`src/rtl/cbl_pkg.sv`:
```
// Package for the byte-budget LRU cache: result kinds, field widths and the
// command and status structs between controller and datapath. No dependencies.
`default_nettype none
package cbl_pkg;
    localparam int TAG_W    = 32;
    localparam int COST_W   = 32;
    localparam int TOTAL_W  = 38;
    localparam int BUDGET_W = 40;
    localparam int CNT_W    = 32;
    localparam int OCNT_W   = 6;

    typedef logic [1:0] t_kind;
    localparam t_kind K_LOOKUP = 2'd0;
    localparam t_kind K_INSERT = 2'd1;
    localparam t_kind K_EVICT  = 2'd2;

    localparam logic ACT_LOOKUP = 1'b0;
    localparam logic ACT_INSERT = 1'b1;

    typedef struct packed {
        logic  load;
        logic  match;
        logic  lookup_upd;
        logic  drop;
        logic  evict;
        logic  store;
        logic  pend;
        t_kind pend_kind;
        logic  pend_last;
        logic  pend_key;
        logic  emit;
    } t_cmd;

    typedef struct packed {
        logic action;
        logic present;
        logic over;
        logic full;
        logic too_big;
        logic out_free;
        logic p_last;
    } t_stat;
endpackage
`default_nettype wire

```
`src/rtl/cbl_ctrl.sv`:
```
// Controller of the LRU cache: sequences match, update, eviction and result
// steps for one item. Depends on cbl_pkg.
`default_nettype none
module cbl_ctrl import cbl_pkg::*; (
    input  wire logic  i_clk,
    input  wire logic  i_rst_n,
    input  wire logic  i_in_valid,
    output logic       o_in_ready,
    input  wire t_stat i_stat,
    output t_cmd       o_cmd
);
    typedef enum logic [4:0] {
        S_IDLE  = 5'b00001,
        S_MATCH = 5'b00010,
        S_APPLY = 5'b00100,
        S_CHECK = 5'b01000,
        S_EMIT  = 5'b10000
    } t_state;

    t_state r_state;
    t_state n_state;

    assign o_in_ready = (r_state == S_IDLE);

    always_comb begin
        n_state = r_state;
        o_cmd   = '0;
        unique case (r_state)
            S_IDLE: begin
                if (i_in_valid) begin
                    o_cmd.load = 1'b1;
                    n_state    = S_MATCH;
                end
            end
            S_MATCH: begin
                o_cmd.match = 1'b1;
                if (i_stat.action == ACT_INSERT && !i_stat.present) begin
                    n_state = S_IDLE;
                end else begin
                    n_state = S_APPLY;
                end
            end
            S_APPLY: begin
                if (i_stat.action == ACT_LOOKUP) begin
                    o_cmd.lookup_upd = 1'b1;
                    o_cmd.pend       = 1'b1;
                    o_cmd.pend_kind  = K_LOOKUP;
                    o_cmd.pend_last  = 1'b1;
                    o_cmd.pend_key   = 1'b1;
                    n_state          = S_EMIT;
                end else begin
                    o_cmd.drop = 1'b1;
                    n_state    = S_CHECK;
                end
            end
            S_CHECK: begin
                o_cmd.pend = 1'b1;
                n_state    = S_EMIT;
                priority if (i_stat.over || i_stat.full) begin
                    o_cmd.evict     = 1'b1;
                    o_cmd.pend_kind = K_EVICT;
                end else if (i_stat.too_big) begin
                    o_cmd.pend_kind = K_EVICT;
                    o_cmd.pend_last = 1'b1;
                    o_cmd.pend_key  = 1'b1;
                end else begin
                    o_cmd.store     = 1'b1;
                    o_cmd.pend_kind = K_INSERT;
                    o_cmd.pend_last = 1'b1;
                    o_cmd.pend_key  = 1'b1;
                end
            end
            S_EMIT: begin
                if (i_stat.out_free) begin
                    o_cmd.emit = 1'b1;
                    n_state    = i_stat.p_last ? S_IDLE : S_CHECK;
                end
            end
            default: n_state = S_IDLE;
        endcase
    end

    always_ff @(posedge i_clk) begin
        if (!i_rst_n) begin
            r_state <= S_IDLE;
        end else begin
            r_state <= n_state;
        end
    end
endmodule
`default_nettype wire

```
`config.mk`:
```
export PLATFORM = sky130hd
export DESIGN_NAME = cbl_ctrl
export DESIGN_NICKNAME = d
export VERILOG_FILES = /design/src/rtl/cbl_pkg.sv /design/src/rtl/cbl_ctrl.sv
export SDC_FILE = /design/constraint.sdc
export NUM_CORES = 1
export LEC_CHECK = 0
export ABC_AREA = 1
export BUFFER_PORTS_ARGS = -buffer_cell sky130_fd_sc_hd__clkbuf_2
export CAP_MARGIN = 40
export CORE_AREA = 2 2 39 41
export DETAILED_ROUTE_END_ITERATION = 6
export DIE_AREA = 0 0 41 43
export GPL_TIMING_DRIVEN = 0
export RECOVER_POWER = 50
export SLEW_MARGIN = 20
export SYNTH_ARGS = -nofsm -noshare
export SYNTH_HDL_FRONTEND = slang
export SYNTH_SLANG_ARGS = --single-unit
```
`constraint.sdc`:
```
create_clock -name i_clk -period 3.03 [get_ports i_clk]
set_input_delay 0.909 -clock i_clk [delete_from_list [all_inputs] [get_ports i_clk]]
set_output_delay 0.909 -clock i_clk [all_outputs]
set_load 0.05 [all_outputs]
```
==> results of run 1 <==
## per-layer routing
metal	routed length [µm]	vias up
met2	417	21
met1	321	191
met4	24	0
li1	-	254
met3	85	3
met5	0	-
## placed cells by master, fill, tap and decap left out
cell | synthesis | layout
clkbuf_4 | 0 | 3
inv_1 | 13 | 13
o21ai_1 | 2 | 1
nand2_1 | 10 | 10
nand3_2 | 1 | 1
nand3_1 | 4 | 4
o21ai_2 | 2 | 1
nor2_1 | 13 | 13
o21a_1 | 1 | 1
dfxtp_1 | 5 | 5
nand4_1 | 3 | 3
nor2_4 | 2 | 2
nand2_2 | 2 | 2
clkbuf_2 | 0 | 18
nor2_2 | 3 | 3
nor3_1 | 1 | 1
buf_4 | 1 | 1
clkbuf_1 | 0 | 5
or2_0 | 0 | 1
o21ai_0 | 0 | 2
inv_2 | 2 | 2
## worst min-delay path: cells and delay by family, from the launching register on
kind | cells | cell delay (ns)
DFF | 1 | 0.34
buffers and inverters | 1 | 0.05
and+or+nand+nor | 2 | 0.21
## area by class of cell
class	count	area share, %
multi-input combinational	45	42.3
timing repair buffer	22	19.2
sequential	5	18.3
inverter	15	10.3
clock buffer	4	4.81
tap	16	3.66
buffer	1	1.37
## Yosys cell counts
master	number	area [µm²]
or2_1	1	6.26
nor3_1	1	5.00
inv_2	2	7.51
dfxtp_1	5	100
o21ai_2	2	17.5
nand2_2	2	12.5
o21ai_1	2	10.0
nand3_2	1	10.0
buf_4	1	7.51
nand3_1	4	20.0
inv_1	13	48.8
nand2_1	10	37.5
nor2_1	13	48.8
nand4_1	3	18.8
o21a_1	1	7.51
nor2_2	3	18.8
nor2_4	2	22.5
## worst paths after layout
check	from	endpoint	slack [ns]	cells after the start
worst max-delay path	i_stat[1]	o_cmd[11]	0.40	6
worst min-delay path	r_state[4]	r_state[1]	0.63	3
worst max register to register	r_state[2]	r_state[0]	1.77	6
worst min register to register	r_state[4]	r_state[1]	0.63	3
## kinds of logic (layout without fill, tap and decap cells)
logic type	after synthesis	in the layout	share of synthesized area [%]
buffers and inverters	16	42	16.0
flip-flops	5	5	25.1
AO/OA/AOI/OAI	5	5	8.78
AND/OR/NAND/NOR	40	40	50.2
## power groups by stage
stage	clock network [W]	logic (W)	registers [W]
CTS	0.0000803	0.000279	0.000100
finish	0.0000789	0.000268	0.000100
floorplan	0	0.000226	0.0000993
global route	0.0000819	0.000293	0.000104
detailed placement	0	0.000278	0.000101
global placement	0	0.000277	0.000101
## through the flow
stage / worst slack (ns) / instances / utilization [%]
6_report: 0.396 / 108 / 39.5
2_1_floorplan: 0.302 / 66 / -
4_1_cts: 0.396 / 108 / 40.1
3_3_place_gp: 0.384 / 104 / 38.2
3_5_place_dp: 0.397 / 104 / 38.2
5_1_grt: 0.304 / 108 / 39.5
==> reports/qor.txt, run 1 <==
Internal power - 0.000198 W
Pins Over Slew Limit - 0
CTS root buf - clkbuf_4
Layout area overhead - 37.0%
Clk_lat worst skew - 0.25 ns
Diodes inserted - 0
Crit-path max cell delay - 0.30 ns
Dpl cell area - 529 µm²
Share of layout cells above drive strength 1 - 35.9%
Met3 global-route usage - 3.14%
Worst hold path type - reg -> reg
H-Tree Depth - 1
Crit-path cells - clkbuf_2 > inv_1 > nand4_1 > o21ai_0 > nor2_1 > clkbuf_2
Sequential power share - 22.4%
Setup bufs post-CTS - 0
Post-route DRC - 0
CTS tree - done
Avg Cell Area, Syn - 6.05 µm²
Starting density of the core - 28.8%
Worst slew margin - 60.4%
Clk buf depth - 2
Register area share after synthesis - 25.1%
Syn Inst Count - 66
Drt via density - 4.34
Hold buffer count at CTS - 0
Worst-path fanout max - 3
1st-pass router iterations - 4
GPL Wtd Cong - 0.740
Hold WS - 0.634 ns
Final Power - 0.000447 W
GRT overflow - 0
Worst Path Buf+Inv - 3
FF+latch area - 100 µm²
RSZ-0062 raised after global routing - false
Fillers - 156
Post-route ant nets - 0
Worst-Margin Slew - 0.596 ns
Final Critical Period - 2.63 ns
First-pass GRT wire length - 1.27 mm
Crit end category - output port
Syn_nets - 76
Gate power share - 59.9%
Core area - 1380 µm²
Max IR drop VDD - 0.477 mV
Full die area - 1760 µm²
Outcome - finished clean
Die X - 41 µm
Site Rows - 14
Vias in the first global route - 368
Via Count - 469
Post-route cell area - 547 µm²
Most used routing layer - met2
Crit path DAT - 1.73 ns
Power per cell area - 817 nW/µm²
Area of the multi-input gates - 231 µm²
Largest register FFs - 5
Met1 GRT Util - 10.3%
Setup CP Type - in -> out
Setup TNS - 0 ns
Worst-path clk slew - 0.04 ns
TritonCTS Buffers - 3
Cell repeated most along the worst path - clkbuf_2
Slowest CP cell - clkbuf_2
Crit-path leading delay family - buffers and inverters
Largest net degree at the start of global routing - 7
Post-layout nets - 103
Post-Syn Area - 399 µm²
Net Switching - 0.000248 W
# setup viols final - 0
FF+latch count, synth - 5
Top flop regs - r_state x5
Biggest register - r_state
Distinct cells, synth - 17
F_max - 380 MHz
Sw Share - 55.6%
Clock Power Share - 17.7%
Initial antenna violation count - 0
Maxcap violations - 0
Ys Warns - 0
Die Ht - 43 µm
Dpl hpwl - 751 µm
CP Data Required Time - 2.12 ns
WL/cell - 7.86 µm
Met2 Resource Use GR - 18.8%
GRT Resource Usage Total - 11.0%
Drt first-iter violations - 8
WL final - 849 µm
Post-CTS sizing - 0
Clk sinks - 5
# IOs - 23
Static leakage - 0.332 nW
Period utilisation layout - 86.9%
I/O Buffers - 22
Final Hold Fails - 0
Clock Skew - 0.00184 ns
Startpoint Class - primary input
Power figures use the tool's default switching activity.
==> run 2: changes to the inputs <==
--- a/config.mk
+++ b/config.mk
@@ -8,9 +8,8 @@
 export ABC_AREA = 1
 export BUFFER_PORTS_ARGS = -buffer_cell sky130_fd_sc_hd__clkbuf_2
 export CAP_MARGIN = 40
-export CORE_AREA = 2 2 39 41
+export CORE_UTILIZATION = 25
 export DETAILED_ROUTE_END_ITERATION = 6
-export DIE_AREA = 0 0 41 43
 export GPL_TIMING_DRIVEN = 0
 export RECOVER_POWER = 50
 export SLEW_MARGIN = 20
==> reports/qor.txt, run 2 (synthesized netlist as in run 1, its figures left out) <==
Outcome - finished clean
Setup TNS - 0 ns (unchanged)
Post-CTS sizing - 0 (unchanged)
Worst-path clk slew - 0.04 ns (about the same)
Initial antenna violation count - 0 (unchanged)
Worst Setup Slack, final - 0.386 ns (-0.0100 ns)
Largest net degree at the start of global routing - 7 (unchanged)
Clk sinks - 5 (unchanged)
Commonest non-fill, non-tap cells in the layout - 18 x clkbuf_2, 13 x inv_1, 13 x nor2_1
Biggest register - r_state
Share of layout cells above drive strength 1 - 34.8% (-1.1 points)
Final Critical Period - 2.64 ns (+0.0100 ns)
Fillers - 176 (+13%)
I/O Buffers - 22 (unchanged)
Worst-path fanout max - 3 (unchanged)
CP Data Required Time - 2.12 ns (about the same)
Setup bufs post-CTS - 0 (unchanged)
Startpoint Class - primary input
Power per cell area - 814 nW/µm² (-0.44%)
Die X - 42.0 µm (+2.3%)
Final Non-Filler Cells - 108 (unchanged)
Dpl cells - 104 (unchanged)
Core area - 1510 µm² (+8.9%)
Drt first-iter violations - 5 (-3)
Site Rows - 14 (unchanged)
Fin util - 36.1% (-3.4 points)
Vias in the first global route - 361 (-1.9%)
# setup viols final - 0 (unchanged)
Largest register FFs - 5 (unchanged)
Worst-Margin Slew - 0.595 ns (-0.00174 ns)
TritonCTS Buffers - 3 (unchanged)
Final Hold Fails - 0 (unchanged)
Post-layout nets - 103 (unchanged)
Post-Place Worst Slack - 0.382 ns (-0.0154 ns)
WL/cell - 8.02 µm (+2.0%)
Post-route DRC - 0 (unchanged)
# IOs - 23 (unchanged)
Dpl hpwl - 770 µm (+2.5%)
Post-route ant nets - 0 (unchanged)
CTS root buf - clkbuf_4
Clk buf depth - 2 (unchanged)
1st-pass router iterations - 2 (-2)
Commonest non-fill, non-tap cell in the layout - clkbuf_2
Maxcap violations - 0 (unchanged)
Clock Skew - 0.00136 ns (-0.000481 ns)
GPL Wtd Cong - 0.745 (+0.68%)
F_max - 378 MHz (-0.38%)
Die Ht - 42.0 µm (-2.4%)
Top flop regs - r_state x5
Crit path DAT - 1.74 ns (about the same)
Static leakage - 0.333 nW (+0.17%)
RSZ-0062 raised after global routing - false
Crit end category - output port
H-Tree Depth - 1 (unchanged)
WL final - 866 µm (+2.0%)
Max IR drop VDD - 0.547 mV (+15%)
Drt via density - 4.30 (-1.1%)
Period utilisation layout - 87.3% (+0.33 points)
Starting density of the core - 26.5% (-2.3 points)
Hold buffer count at CTS - 0 (unchanged)
Layout area overhead - 36.4%
GRT overflow - 0 (unchanged)
CTS tree - done
Pins Over Slew Limit - 0 (unchanged)
First-pass GRT wire length - 1.41 mm (+11%)
Full die area - 1760 µm² (-0.16%)
Diodes inserted - 0 (unchanged)
Clk_lat worst skew - 0.23 ns (-0.02 ns)
Via Count - 464 (-1.1%)
Worst hold path type - reg -> reg
Worst slew margin - 60.5% (+0.12 points)
GRT Resource Usage Total - 10.9% (-0.15 points)
Setup CP Type - in -> out
==> run 2: path summary, 6_finish.rpt <==
path,start,endpoint,slack (ns),depth (start not counted)
min reg2reg,r_state[4],r_state[1],0.63,3
max,i_stat[1],o_cmd[11],0.39,6
min,r_state[4],r_state[1],0.63,3
max reg2reg,r_state[2],r_state[0],1.74,6
==> run 2: where the power goes <==
group          switching (W)  internal (W)
clock              0.0000237     0.0000496
sequential         0.0000161     0.0000842
combinational       0.000205     0.0000646
total               0.000245      0.000198
==> run 2: cell type report <==
class	count	area [µm²]	share of cell area (%)
Sequential cell	5	100	18.4
Timing Repair Buffer	22	105	19.3
Buffer	1	7.51	1.38
Multi-Input combinational cell	45	229	42.1
Clock buffer	4	26.3	4.83
Tap cell	16	20.0	3.68
Inverter	15	56.3	10.3
==> run 2: worst max-delay path, cell delays in order <==
cell,delay (ns)
clkbuf_2,0.07
inv_1,0.04
nand4_1,0.10
o21ai_0,0.15
nor2_1,0.16
clkbuf_2,0.30
==> run 2: routing by layer <==
| metal | GRT usage [%] | vias to the layer above | part of all wire, % |
|---|---|---|---|
| met4 | 5.81 | 0 | 0.58 |
| li1 | - | 253 | - |
| met5 | 0 | - | 0 |
| met3 | 5.65 | 2 | 5.8 |
| met2 | 15.3 | 14 | 44 |
| met1 | 13.3 | 195 | 50 |
==> run 2: stage by stage <==
| step | hold slack, ns | area, µm² | total power, W |
|---|---|---|---|
| 2_1_floorplan | 0.596 | 399 | 0.000325 |
| 3_3_place_gp | 0.648 | 529 | 0.000377 |
| 3_5_place_dp | 0.644 | 529 | 0.000380 |
| 4_1_cts | 0.654 | 556 | 0.000457 |
| 5_1_grt | 0.704 | 544 | 0.000485 |
| 6_report | 0.635 | 544 | 0.000443 |
==> run 3: changes to the inputs <==
--- a/config.mk
+++ b/config.mk
@@ -6,7 +6,7 @@
 export NUM_CORES = 1
 export LEC_CHECK = 0
 export ABC_AREA = 1
-export BUFFER_PORTS_ARGS = -buffer_cell sky130_fd_sc_hd__clkbuf_2
+export BUFFER_PORTS_ARGS = -buffer_cell sky130_fd_sc_hd__buf_2
 export CAP_MARGIN = 40
 export CORE_UTILIZATION = 25
 export DETAILED_ROUTE_END_ITERATION = 6
==> reports/qor.txt, run 3 (synthesized netlist as in run 1, its figures left out) <==
Outcome - finished clean
Static leakage - 0.338 nW (+1.7%)
Internal power - 0.000199 W (+0.22%)
Post-route ant nets - 0 (unchanged)
Period utilisation layout - 86.3% (-1.0 points)
Worst slew margin - 60.6% (+0.074 points)
H-Tree Depth - 1 (unchanged)
Pins Over Slew Limit - 0 (unchanged)
Net Switching - 0.000248 W (+1.3%)
Clk_lat worst skew - 0.24 ns (about the same)
Die Ht - 42.0 µm (unchanged)
Initial antenna violation count - 0 (unchanged)
# IOs - 23 (unchanged)
Crit path DAT - 1.71 ns (-0.03 ns)
Final Power - 0.000446 W (+0.80%)
Full die area - 1760 µm² (unchanged)
Crit end category - output port
Gate power share - 60.5% (-0.3 points)
Post-layout nets - 103 (unchanged)
Max IR drop VDD - 0.534 mV (-2.3%)
Vias in the first global route - 382 (+5.8%)
Die X - 42.0 µm (unchanged)
Number of cells on the critical path - 6 (unchanged)
Startpoint Class - primary input
FF+latch area - 100 µm² (unchanged)
Share of layout cells above drive strength 1 - 34.8% (unchanged)
CP Data Required Time - 2.12 ns (about the same)
Worst-path clk slew - 0.04 ns (about the same)
Sw Share - 55.5% (+0.26 points)
Hold path cells - 3 (unchanged)
Setup bufs post-CTS - 0 (unchanged)
TritonCTS Buffers - 3 (unchanged)
CTS tree - done
Crit-path cells - buf_2 > inv_1 > nand4_1 > o21ai_0 > nor2_1 > buf_2
Starting density of the core - 26.5% (unchanged)
Clk sinks - 5 (unchanged)
Fin util - 36.1% (unchanged)
Sequential power share - 22.6% (about the same)
Area of the multi-input gates - 229 µm² (unchanged)
Worst hold path type - reg -> reg
Slowest CP cell - buf_2
Clock Power Share - 16.9% (+0.4 points)
Crit-path max cell delay - 0.28 ns (-0.02 ns)
Commonest non-fill, non-tap cell in the layout - buf_2
Hold WS - 0.648 ns (+0.0126 ns)
FF-to-FF path depth - 6 (unchanged)
Maxcap violations - 0 (unchanged)
Clock Skew - 0.00335 ns (+0.00199 ns)
Layout area overhead - 36.4% (unchanged)
Diodes inserted - 0 (unchanged)
Dpl hpwl - 773 µm (+0.51%)
Final Non-Filler Cells - 108 (unchanged)
Clk buf depth - 2 (unchanged)
1st-pass router iterations - 4 (+2)
Via Count - 472 (+1.7%)
WL final - 883 µm (+2.0%)
Cell repeated most along the worst path - buf_2
Drt via density - 4.37 (+1.7%)
GPL Wtd Cong - 0.745 (about the same)
CTS root buf - clkbuf_4
Largest net degree at the start of global routing - 7 (unchanged)
Site Rows - 14 (unchanged)
Hold buffer count at CTS - 0 (unchanged)
First-pass GRT wire length - 1.46 mm (+3.9%)
Post-route DRC - 0 (unchanged)
Dpl cells - 104 (unchanged)
F_max - 383 MHz (+1.2%)
Commonest non-fill, non-tap cells in the layout - 18 x buf_2, 13 x inv_1, 13 x nor2_1
Drt first-iter violations - 6 (+1)
Setup TNS - 0 ns (unchanged)
RSZ-0062 raised after global routing - false
Setup CP Type - in -> out
Final Critical Period - 2.61 ns (-0.0302 ns)
WL/cell - 8.18 µm (+2.0%)
# setup viols final - 0 (unchanged)
GRT overflow - 0 (unchanged)
Final Hold Fails - 0 (unchanged)
Core area - 1510 µm² (unchanged)
Biggest register - r_state
Top flop regs - r_state x5
GRT Resource Usage Total - 11.3% (+0.37 points)
Worst-path fanout max - 3 (unchanged)
I/O Buffers - 22 (unchanged)
Power per cell area - 820 nW/µm² (+0.80%)
Post-CTS sizing - 0 (unchanged)
Worst Path Buf+Inv - 3 (unchanged)
Crit-path leading delay family - buffers and inverters
Largest register FFs - 5 (unchanged)
Worst-Margin Slew - 0.594 ns (-0.00112 ns)
Fillers - 186 (+5.7%)
run 3: cell count changes in the layout (fill, tap and decap cells not counted), sizes merged:
cell,change
buf,+18
clkbuf,-18
run 3: power groups by stage:
stage,clock [W],combinational [W],sequential [W]
after floorplan,0,0.000226,0.0000993
after global placement,0,0.000276,0.000101
after detailed placement,0,0.000278,0.000102
after CTS,0.0000792,0.000279,0.000101
after global routing,0.0000842,0.000297,0.000103
final,0.0000755,0.000270,0.000101
run 3: layer usage:
layer  share of wire [%]  global-route usage (%)  up-vias
met5                   0                       0        -
met4                 1.4                    7.74        0
met3                 7.4                    3.91        2
met2                  43                    16.6       14
met1                  48                    13.6      203
li1                    -                       -      253
run 3: stage by stage:
| stage | instance area, µm² | worst slack, ns |
|---|---|---|
| detailed placement | 529 | 0.398 |
| floorplan | 399 | 0.302 |
| CTS | 556 | 0.395 |
| global placement | 529 | 0.399 |
| global route | 544 | 0.319 |
| finish | 544 | 0.416 |
run 3: final cells by class:
| class | count | share of cell area [%] |
|---|---|---|
| buffer | 1 | 1.38 |
| sequential | 5 | 18.4 |
| clock buffer | 4 | 4.83 |
| tap | 16 | 3.68 |
| inverter | 15 | 10.3 |
| timing repair buffer | 22 | 19.3 |
| multi-input combinational | 45 | 42.1 |
run 3: worst register-to-register path: stages, from the launching register on:
cell	delay (ns)
dfxtp_1	0.32
nor2_4	0.16
nand3_2	0.14
o21ai_0	0.30
inv_1	0.12
nand2_1	0.08
nand2_1	0.04
run 3: worst paths after layout:
path / start / to / slack (ns)
setup reg to reg: r_state[2] / r_state[0] / 1.75
hold reg to reg: r_state[4] / r_state[1] / 0.65
setup / recovery: i_stat[1] / o_cmd[11] / 0.42
hold / removal: r_state[4] / r_state[1] / 0.65
